<file path="src/rtl/bll_pkg.sv">
// ----------------------------------------------------------------------------
// bll_pkg
// command and status codes and fixed field widths for the linked list engine
// ----------------------------------------------------------------------------
package bll_pkg;

    localparam int VALUE_W  = 32;
    localparam int COUNT_W  = 5;
    localparam int CMD_W    = 2;
    localparam int STATUS_W = 2;

    typedef enum logic [CMD_W-1:0] {
        CMD_INS_FRONT = 2'd0,
        CMD_INS_BACK  = 2'd1,
        CMD_DELETE    = 2'd2,
        CMD_DUMP      = 2'd3
    } cmd_t;

    typedef enum logic [STATUS_W-1:0] {
        STS_OK        = 2'd0,
        STS_FULL      = 2'd1,
        STS_NOT_FOUND = 2'd2,
        STS_EMPTY     = 2'd3
    } status_t;

endpackage

</file>
<file path="src/rtl/bounded_linked_list_engine_unit.sv">
// ----------------------------------------------------------------------------
// bounded_linked_list_engine_unit
// singly linked list of signed 32-bit values in a fixed pool of nodes
// ----------------------------------------------------------------------------
// The block keeps a singly linked list of up to CAPACITY signed 32-bit values
// in a node pool, with a free map, a head and a tail pointer. Each input beat
// is one command, given on s_tuser: insert at front, insert at back, delete
// the first node equal to the value, or dump the list. Insert, delete and a
// dump of an empty list give one result beat; a dump of a non-empty list gives
// one beat per node in list order, with m_tlast on the final one. An insert
// into a full pool is dropped and reported as full. The block takes one
// command at a time: s_tready is high only while the sequencer is idle.
// An insert scans the free map one slot per cycle for the lowest free slot
// and, on insert at back into a non-empty list, then writes the old tail's
// link. Delete and dump walk the list through the node memory's single
// registered read port, one node per cycle, visiting at most CAPACITY nodes;
// a dump also waits on m_tready for each beat. The result register lets one
// finished beat wait on the output while the next command is accepted. Node
// memories need no clearing after reset.
module bounded_linked_list_engine_unit
    import bll_pkg::*;
#(
    parameter int CAPACITY = 16
)
(
    input  logic        clk,
    input  logic        rst_n,
    // command stream
    input  logic        s_tvalid,
    output logic        s_tready,
    input  logic [31:0] s_tdata,   // [31:0] value
    input  logic [1:0]  s_tuser,   // [1:0] command
    // result stream
    output logic        m_tvalid,
    input  logic        m_tready,
    output logic [39:0] m_tdata,   // [31:0] data_out, [36:32] count, [39:37] zero
    output logic [1:0]  m_tuser,   // [1:0] status
    output logic        m_tlast    // last
);

    // slot numbers carry one extra code for null, so they may be wider than
    // the memory address
    localparam int IW = (CAPACITY > 1) ? $clog2(CAPACITY) : 1;
    localparam int SW = $clog2(CAPACITY + 1);
    localparam int CW = SW + COUNT_W;
    localparam logic [SW-1:0] NIL      = SW'(CAPACITY);
    localparam logic [SW-1:0] LAST_STP = SW'(CAPACITY - 1);

    typedef enum logic [4:0] {
        ST_IDLE = 5'b00001,
        ST_SCAN = 5'b00010,   // look for the lowest free slot
        ST_LINK = 5'b00100,   // hook new node behind the old tail
        ST_WALK = 5'b01000,   // follow links for delete or dump
        ST_EMIT = 5'b10000    // hand the single status beat to the output
    } state_t;

    // node pool, no reset
    logic [VALUE_W-1:0] node_value_mem [CAPACITY];
    logic [SW-1:0]      node_link_mem  [CAPACITY];

    // control state
    state_t             state_reg, state_next;
    logic [SW-1:0]      head_reg, head_next;
    logic [SW-1:0]      tail_reg, tail_next;
    logic [CAPACITY-1:0] free_reg, free_next;
    logic [SW-1:0]      cnt_reg, cnt_next;
    logic [IW-1:0]      idx_reg, idx_next;
    logic [SW-1:0]      cur_reg, cur_next;
    logic [SW-1:0]      prev_reg, prev_next;
    logic [SW-1:0]      steps_reg, steps_next;
    logic               mv_reg, mv_next;

    // payload state
    cmd_t               cmd_reg, cmd_next;
    logic [VALUE_W-1:0] val_reg, val_next;
    status_t            sts_reg, sts_next;
    logic [VALUE_W-1:0] rd_value_reg;
    logic [SW-1:0]      rd_link_reg;
    logic [VALUE_W-1:0] mdata_reg, mdata_next;
    status_t            msts_reg, msts_next;
    logic               mlast_reg, mlast_next;
    logic [COUNT_W-1:0] mcnt_reg, mcnt_next;

    // memory ports
    logic [SW-1:0]      rd_slot;
    logic [IW-1:0]      rd_addr;
    logic               val_we;
    logic               link_we;
    logic [IW-1:0]      link_addr;
    logic [SW-1:0]      link_data;

    logic               s_fire;
    logic               out_free;
    logic [CW-1:0]      cnt_ext;
    logic               walk_end;

    assign s_tready = (state_reg == ST_IDLE);
    assign s_fire   = s_tvalid && s_tready;
    assign out_free = !mv_reg || m_tready;
    assign cnt_ext  = CW'(cnt_reg);
    // walk stops at a null link or after CAPACITY nodes
    assign walk_end = (rd_link_reg >= NIL) || (steps_reg == LAST_STP);

    // null and out-of-range slots read slot zero, whose data is then unused
    assign rd_addr = (rd_slot < NIL) ? rd_slot[IW-1:0] : '0;

    always_comb
    begin
        state_next = state_reg;
        head_next  = head_reg;
        tail_next  = tail_reg;
        free_next  = free_reg;
        cnt_next   = cnt_reg;
        idx_next   = idx_reg;
        cur_next   = cur_reg;
        prev_next  = prev_reg;
        steps_next = steps_reg;
        cmd_next   = cmd_reg;
        val_next   = val_reg;
        sts_next   = sts_reg;
        mv_next    = mv_reg && !m_tready;
        mdata_next = mdata_reg;
        msts_next  = msts_reg;
        mlast_next = mlast_reg;
        mcnt_next  = mcnt_reg;
        rd_slot    = cur_reg;
        val_we     = 1'b0;
        link_we    = 1'b0;
        link_addr  = idx_reg;
        link_data  = NIL;

        case (state_reg)
            ST_IDLE:
            begin
                // head is read every idle cycle so a walk finds it ready
                rd_slot = head_reg;
                if (s_fire)
                begin
                    cmd_next   = cmd_t'(s_tuser);
                    val_next   = s_tdata;
                    idx_next   = '0;
                    cur_next   = head_reg;
                    prev_next  = NIL;
                    steps_next = '0;
                    case (cmd_t'(s_tuser))
                        CMD_INS_FRONT, CMD_INS_BACK:
                        begin
                            if (cnt_reg == NIL)
                            begin
                                sts_next   = STS_FULL;
                                state_next = ST_EMIT;
                            end
                            else
                            begin
                                state_next = ST_SCAN;
                            end
                        end
                        CMD_DELETE:
                        begin
                            if (head_reg >= NIL)
                            begin
                                sts_next   = STS_NOT_FOUND;
                                state_next = ST_EMIT;
                            end
                            else
                            begin
                                state_next = ST_WALK;
                            end
                        end
                        default:
                        begin
                            if (head_reg >= NIL)
                            begin
                                sts_next   = STS_EMPTY;
                                state_next = ST_EMIT;
                            end
                            else
                            begin
                                state_next = ST_WALK;
                            end
                        end
                    endcase
                end
            end

            ST_SCAN:
            begin
                if (free_reg[idx_reg])
                begin
                    free_next[idx_reg] = 1'b0;
                    cnt_next  = cnt_reg + SW'(1);
                    val_we    = 1'b1;
                    link_we   = 1'b1;
                    link_addr = idx_reg;
                    sts_next  = STS_OK;
                    cur_next  = SW'(idx_reg);
                    if (cmd_reg == CMD_INS_FRONT)
                    begin
                        link_data  = head_reg;
                        head_next  = SW'(idx_reg);
                        if (tail_reg >= NIL)
                            tail_next = SW'(idx_reg);
                        state_next = ST_EMIT;
                    end
                    else if (head_reg >= NIL || tail_reg >= NIL)
                    begin
                        link_data  = NIL;
                        head_next  = SW'(idx_reg);
                        tail_next  = SW'(idx_reg);
                        state_next = ST_EMIT;
                    end
                    else
                    begin
                        link_data  = NIL;
                        state_next = ST_LINK;
                    end
                end
                else
                begin
                    idx_next = idx_reg + IW'(1);
                end
            end

            ST_LINK:
            begin
                // old tail now points at the new node held in cur
                link_we    = 1'b1;
                link_addr  = tail_reg[IW-1:0];
                link_data  = cur_reg;
                tail_next  = cur_reg;
                state_next = ST_EMIT;
            end

            ST_WALK:
            begin
                if (cmd_reg == CMD_DELETE)
                begin
                    if (rd_value_reg == val_reg)
                    begin
                        if (prev_reg >= NIL)
                        begin
                            head_next = rd_link_reg;
                        end
                        else
                        begin
                            link_we   = 1'b1;
                            link_addr = prev_reg[IW-1:0];
                            link_data = rd_link_reg;
                        end
                        if (tail_reg == cur_reg)
                            tail_next = prev_reg;
                        free_next[cur_reg[IW-1:0]] = 1'b1;
                        if (cnt_reg != '0)
                            cnt_next = cnt_reg - SW'(1);
                        sts_next   = STS_OK;
                        state_next = ST_EMIT;
                    end
                    else if (walk_end)
                    begin
                        sts_next   = STS_NOT_FOUND;
                        state_next = ST_EMIT;
                    end
                    else
                    begin
                        prev_next  = cur_reg;
                        cur_next   = rd_link_reg;
                        steps_next = steps_reg + SW'(1);
                        rd_slot    = rd_link_reg;
                    end
                end
                else if (out_free)
                begin
                    // dump beat for the current node
                    mv_next    = 1'b1;
                    mdata_next = rd_value_reg;
                    msts_next  = STS_OK;
                    mlast_next = walk_end;
                    mcnt_next  = cnt_ext[COUNT_W-1:0];
                    if (walk_end)
                    begin
                        state_next = ST_IDLE;
                    end
                    else
                    begin
                        cur_next   = rd_link_reg;
                        steps_next = steps_reg + SW'(1);
                        rd_slot    = rd_link_reg;
                    end
                end
            end

            ST_EMIT:
            begin
                if (out_free)
                begin
                    mv_next    = 1'b1;
                    mdata_next = '0;
                    msts_next  = sts_reg;
                    mlast_next = 1'b1;
                    mcnt_next  = cnt_ext[COUNT_W-1:0];
                    state_next = ST_IDLE;
                end
            end

            default:
            begin
                state_next = ST_IDLE;
            end
        endcase
    end

    // node pool: one write per array and one registered read per cycle
    always_ff @(posedge clk)
    begin
        if (val_we)
            node_value_mem[idx_reg] <= val_reg;
        if (link_we)
            node_link_mem[link_addr] <= link_data;
        rd_value_reg <= node_value_mem[rd_addr];
        rd_link_reg  <= node_link_mem[rd_addr];
    end

    always_ff @(posedge clk or negedge rst_n)
    begin
        if (!rst_n)
        begin
            state_reg <= ST_IDLE;
            head_reg  <= NIL;
            tail_reg  <= NIL;
            free_reg  <= '1;
            cnt_reg   <= '0;
            idx_reg   <= '0;
            cur_reg   <= NIL;
            prev_reg  <= NIL;
            steps_reg <= '0;
            mv_reg    <= 1'b0;
        end
        else
        begin
            state_reg <= state_next;
            head_reg  <= head_next;
            tail_reg  <= tail_next;
            free_reg  <= free_next;
            cnt_reg   <= cnt_next;
            idx_reg   <= idx_next;
            cur_reg   <= cur_next;
            prev_reg  <= prev_next;
            steps_reg <= steps_next;
            mv_reg    <= mv_next;
        end
    end

    always_ff @(posedge clk)
    begin
        cmd_reg   <= cmd_next;
        val_reg   <= val_next;
        sts_reg   <= sts_next;
        mdata_reg <= mdata_next;
        msts_reg  <= msts_next;
        mlast_reg <= mlast_next;
        mcnt_reg  <= mcnt_next;
    end

    assign m_tvalid = mv_reg;
    assign m_tdata  = {3'b000, mcnt_reg, mdata_reg};
    assign m_tuser  = msts_reg;
    assign m_tlast  = mlast_reg;

endmodule

</file>
<file path="config.mk">
export PLATFORM = sky130hd
export DESIGN_NAME = bounded_linked_list_engine_unit
export DESIGN_NICKNAME = d
export VERILOG_FILES = /design/src/rtl/bll_pkg.sv /design/src/rtl/bounded_linked_list_engine_unit.sv
export SDC_FILE = /design/constraint.sdc
export NUM_CORES = 1
export LEC_CHECK = 0
export BUFFER_PORTS_ARGS = -buffer_cell sky130_fd_sc_hd__buf_2
export CORE_MARGIN = 4
export CORE_UTILIZATION = 62
export DETAILED_ROUTE_END_ITERATION = 16
export PLACE_DENSITY = 0.79
export SETUP_SLACK_MARGIN = 0.02
export SYNTH_ARGS = -nofsm -noshare
export SYNTH_HDL_FRONTEND = slang
export SYNTH_SLANG_ARGS = --single-unit
</file>
<file path="constraint.sdc">
create_clock -name clk -period 4 [get_ports clk]
set_clock_uncertainty 0.15 [all_clocks]
set_input_delay 0.6 -clock clk [delete_from_list [all_inputs] [get_ports clk]]
set_output_delay 0.6 -clock clk [all_outputs]
set_load 0.01 [all_outputs]
</file>
* Yosys cells after proc, flatten, opt, wreduce, memory -nomap -nowiden
Memory sizes are Yosys's and may differ from the RTL's. A register that Yosys moved wholly into a read port is not among the register bits. Cells that the tools add are included. Widths: inputs -> output; s select.
Operators by class: muxes and demuxes 114, reductions and logical operators 32, bitwise logic cells 3, eq/ne operators 34, add/subtract/negate cells 4, order comparisons 9
Operators with widths (number):
- $mux 5 | 51
- $mux 32 | 3
- $pmux 32 s2 | 1
- $pmux 5 s2 | 6
- $mux 16 | 3
- $pmux 5 s3 | 3
- $eq 32x32->1 | 1
- $pmux 16 s2 | 1
- $pmux 5 s5 | 1
- $mux 4 | 6
- $ne 2x2->1 const B | 12
- $ne 3x3->1 const B | 8
- $mux 2 | 11
- $ge 5x5->1 const B | 4
- $mux 1 | 17
- $and 16x16->16 | 1
- $not 16->16 | 1
- $or 16x16->16 | 1
- $pmux 4 s2 | 2
- $reduce_and 4->1 | 3
- $reduce_and 6->1 | 2
- $add 5x1->5 const B | 2
- $eq 5x4->1 const B | 2
- $eq 5x5->1 const B | 2
- 32 further kinds | 52
Word-level totals: output and inout port bits 45, register bits after elaboration 132, input bits 38, memories kept 2, word-level logic and storage cells 215, RAM bits 592
Memory list:
- node_value_mem | depth 16, bits a word 32, read ports 1, clocked after memory_dff 1, wr ports 1, line bounded_linked_list_engine_unit.sv:58 | logic [VALUE_W-1:0] node_value_mem [CAPACITY];
- node_link_mem | depth 16, bits a word 5, read ports 1, clocked after memory_dff 1, wr ports 1, line bounded_linked_list_engine_unit.sv:59 | logic [SW-1:0] node_link_mem [CAPACITY];

* Longest topological paths before layout
word-level depth 8, depth in mapped cells 16, depth with buffers taken out 13

* Worst setup path after synthesis
No wires, ideal clock.
path type register -> register, from register val_reg[24], to memory node_link_mem[0][0] in the netlist's numbering, enable pin, arrival time 2.984 ns, path buffers 0, data required time 3.511 ns, stages on the path, launching flop included 10, setup time 0.339 ns, path slack 0.527 ns, cell sequence edfxtp_1 -> xor2_1 -> nor4_2 -> nand4_2 -> or3_1 -> nor3_2 -> nor2_2 -> a221oi_1 -> nand3_1 -> nor2_1
On the way: cells in the longest elaborated chain, start to end 6, elaborated cells on any way between the ends 9, classes of those cells 1 x eq/ne; 8 x mux
Ends and longest elaborated chain:
- start: declaration | line bounded_linked_list_engine_unit.sv:75 | logic [VALUE_W-1:0] val_reg, val_next;
- start signal: assignment | line bounded_linked_list_engine_unit.sv:356 | val_reg <= val_next;
- $eq 32x32->1 (*) | line bounded_linked_list_engine_unit.sv:238 | if (rd_value_reg == val_reg)
- $mux 1 | line bounded_linked_list_engine_unit.sv:238
- $mux 1 | line bounded_linked_list_engine_unit.sv:236 | if (cmd_reg == CMD_DELETE)
- $pmux 1 s3 | line bounded_linked_list_engine_unit.sv:132 | case (state_reg)
- $mux 1 | line bounded_linked_list_engine_unit.sv:317 | if (link_we)
- $mux 1 (not written as such) | line bounded_linked_list_engine_unit.sv:318 | node_link_mem[link_addr] <= link_data;
- end: declaration | line bounded_linked_list_engine_unit.sv:59
Mark *: on every way between the ends. The rest lies on a longest branch, timed or not.

* Final worst setup path
from register val_reg[15], to register rd_value_reg[10], read port of node_value_mem
On the way: cells in the longest elaborated chain, start to end 6
Ends and longest elaborated chain:
- $eq 32x32->1 (*) | line bounded_linked_list_engine_unit.sv:238
- $mux 5 (*) (2 in a row)
- $pmux 5 s2 (*) | line bounded_linked_list_engine_unit.sv:132
- $lt 5x5->1 | line bounded_linked_list_engine_unit.sv:105 | assign rd_addr = (rd_slot < NIL) ? rd_slot[IW-1:0] : '0;
- $mux 4 (*) | line bounded_linked_list_engine_unit.sv:105
- end: declaration | line bounded_linked_list_engine_unit.sv:77 | logic [VALUE_W-1:0] rd_value_reg;
Marked as above. A chain may end at the register's enable or synchronous reset.

==> flow_summary.toml <==
[route]
drt_pre_antenna_iters = 8
post_drt_wl_per_cell_um = 27.2
vias = 19000
ant_nets = 0
drtIter0Drc = 2984
drcViolationCount = 0
vias_per_cell = 6.58
routed_wl_um = 78300

[pwr]
leakage_nw = 12.1
p_total_w = 0.0160
powerDensity_mw_per_mm2 = 456
ir_drop_uv = 510

[floorplanning]
die-area_mm2 = 0.0521
dieHeight_um = 228
fp.dieW_um = 228
initial_core_util = 0.629
ioPinCount = 83
core_area_mm2 = 0.0478
num_rows = 80

[synthesis]
ys.flop_type = "edfxtp_1"
yosysWarnings = 0
synth-compound-area-share = 0.0802
synth_largest_area_cell = "edfxtp_1"
synth_top_family_by_area = "simple AND/OR/NAND/NOR gates"
synth_area_leaders = "edfxtp_1 (67%), mux2i_1 (4.5%), nand2_1 (3.7%), dfrtp_1 (2.9%), dfxtp_1 (2.5%)"
synth_top_area_share = 0.667
post_synth_inst_count = 1988
synth_commonest_cells = "edfxtp_1 (668), nand2_1 (300), mux2i_1 (136), a21oi_1 (97), a22oi_1 (68)"
muxShareOfSynthArea = 0.0498
syn_area_mm2 = 0.0301
synthAdderAreaFrac = 0.00441
synthSimpleGateAreaFrac = 0.0923
yosysMostFrequentCell = "edfxtp_1"
synth.distinct_cells = 74
ys_seq_elements = 761
synth-seq-area-share = 0.739
synth_edf_count = 668
synth-async-reset-ratio = 0.0736
syn-mean-instance-area_um2 = 15.1
synth_xor_area_frac = 0.0125

[global_routing]
grt_pass1_vias = 19000
antenna_found_initial = 1
grt_pass1_wl_um = 116000
track_usage = 0.294
grt_start_max_net_pins = 58
overflow = 0

[final_layout]
drive_above_1_share = 0.184
top_register = "node_value_mem"
fin_cells = 2881
largest_reg_flops = 512
fin_util = 0.734
reg_top3 = "node_value_mem: 512 flops, node_link_mem: 80 flops"
final_net_count = 2253
antenna_cells = 0
synthToLayoutAreaGrowth_pct = 16.7

[hold_path]
hp-class = "input port to flip-flop"

[timing]
min_period_ns = 3.98
max_freq_ghz = 0.251
setup_viol = 0
worst_pin_slew_ns = 1.10
rsz0062_at_grt = "yes"
min_period_over_period = 0.995
hold_viol = 0
worst_hold_slack_ns = 0.0256
fin_ws_ns = 0.0194
slew_viol_final = 0
relSlewSlack = 0.265

[worst_setup_path]
cp-end-kind = "flip-flop"
cp_cell_sequence = "xor2_1, nor4_2, nand4_2, o211ai_1, and3_1, o311a_4, buf_12, buf_12, mux2i_1, a22oi_1, and4_1"
slowest_stage = "nor4_2"
slowest_delay_ns = 0.49
critical_path_class = "flip-flop to flip-flop"
crit_path_max_fanout = 26
required_ns = 4.35
cpMostUsedCell = "buf_12"
start_kind = "flip-flop"
arrival_ns = 4.33
r2r_setup_slack_ns = 0.02

[clocking]
clk_pin_slew_ns = 0.06
cts_buffers = 74
cts_max_path_buffers = 3
cts_sinks = 761
h-tree-depth = 3
cts-root-buf = "clkbuf_16"
cts_tree = "built"
insertion_delay_ns = 0.62

[place]
pre_cts_slack_ns = 0.0401
dpl.hpwl_um = 44600
io_buffers = 79
place.gp.congestion = 0.930
placedCellCount = 2712

[status]
outcome = "complete, no violations"

[run]
cap_viol_max_count = 0
## path summary, 6_finish.rpt
path	depth (start not counted)	to	start
min in group asynchronous	2	tail_reg[3]	rst_n
min reg2reg	2	free_reg[15]	free_reg[15]
max in group asynchronous	3	free_reg[2]	rst_n
max	11	rd_value_reg[10]	val_reg[15]
min	1	val_reg[14]	s_tdata[14]
max reg2reg	11	rd_value_reg[10]	val_reg[15]
## power breakdown
group	internal, W	total (W)	leakage (nW)	switching, W
Combinational	0.000119	0.000264	3.99	0.000145
Clock	0.00418	0.00716	1.23	0.00298
Sequential	0.00854	0.00860	6.93	0.0000599
## worst max-delay path, delay by kind of cell (launching register included)
family                 cells  cell delay (ns)
XOR/XNOR                   1             0.24
AO/OA/AOI/OAI              3             0.96
multiplexers               1             0.31
AND/OR/NAND/NOR            4             1.32
buffers and inverters      2             0.44
flip-flops                 1             0.42
## metrics by stage
step | TNS, ns | cell area (µm²)
2_1_floorplan | 0 | 30100
3_3_place_gp | 0 | 32200
3_5_place_dp | 0 | 32200
4_1_cts | 0 | 34900
5_1_grt | -0.0476 | 35100
6_report | 0 | 35100
## layout by cell type, fill, tap and decap left out, types with 7 or more instances in the layout
| cell type | count |
|---|---|
| nor3_1 | 10 |
| and4_1 | 36 |
| clkbuf_1 | 19 |
| a32oi_1 | 66 |
| and2_2 | 16 |
| buf_4 | 93 |
| and3_1 | 14 |
| buf_12 | 38 |
| ha_1 | 9 |
| bufinv_16 | 10 |
| nand2b_1 | 7 |
| mux2i_1 | 136 |
| nor2b_1 | 35 |
| a221oi_1 | 7 |
| dlygate4sd3_1 | 23 |
| clkinv_1 | 8 |
| dfrtp_1 | 35 |
| nor2_4 | 8 |
| and2_1 | 12 |
| clkbuf_16 | 74 |
| buf_2 | 79 |
| nand3_1 | 38 |
| nand2_1 | 300 |
| clkinv_2 | 13 |
| nor4_2 | 7 |
| o21ai_0 | 23 |
| nor2_1 | 49 |
| dfxtp_1 | 37 |
| xnor2_1 | 9 |
| dfstp_2 | 21 |
| a22oi_1 | 68 |
| xor2_1 | 34 |
| inv_1 | 30 |
| edfxtp_1 | 668 |
| o22ai_1 | 17 |
| a21oi_1 | 97 |
| a221o_1 | 12 |
## cell type report
| class | count | area, µm² |
|---|---|---|
| clock buffer | 97 | 1980 |
| clock inverter | 40 | 536 |
| fill | 2798 | 12700 |
| inverter | 31 | 116 |
| multi-input combinational | 1100 | 7350 |
| sequential | 761 | 22200 |
| tap | 615 | 769 |
| timing repair buffer | 237 | 2130 |
## logic make-up (layout without fill, tap and decap cells)
family | Yosys count | count (layout)
flops | 761 | 761
simple gates | 563 | 564
xor+xnor | 43 | 43
fa+ha+maj | 10 | 10
mux | 143 | 143
compound gates | 337 | 337
buf+inv | 130 | 405
other cells | 1 | 3
## routing by layer
layer	GRT usage	part of all wire	up-vias
li1	-	-	8060
met1	0.400	0.37	9399
met2	0.479	0.48	1305
met3	0.0518	0.11	207
met4	0.121	0.041	0
met5	0	0	-
## timing repair
action	in CTS	in global routing
gates cloned	0	1
setup endpoints to repair	16	68
hold buffers	22	1
pin swaps	1	4
gates resized for setup	1	15
buffers inserted	1	7
endpoints found under the hold margin	44	1
Note: power is estimated with default switching activity, not from simulation.
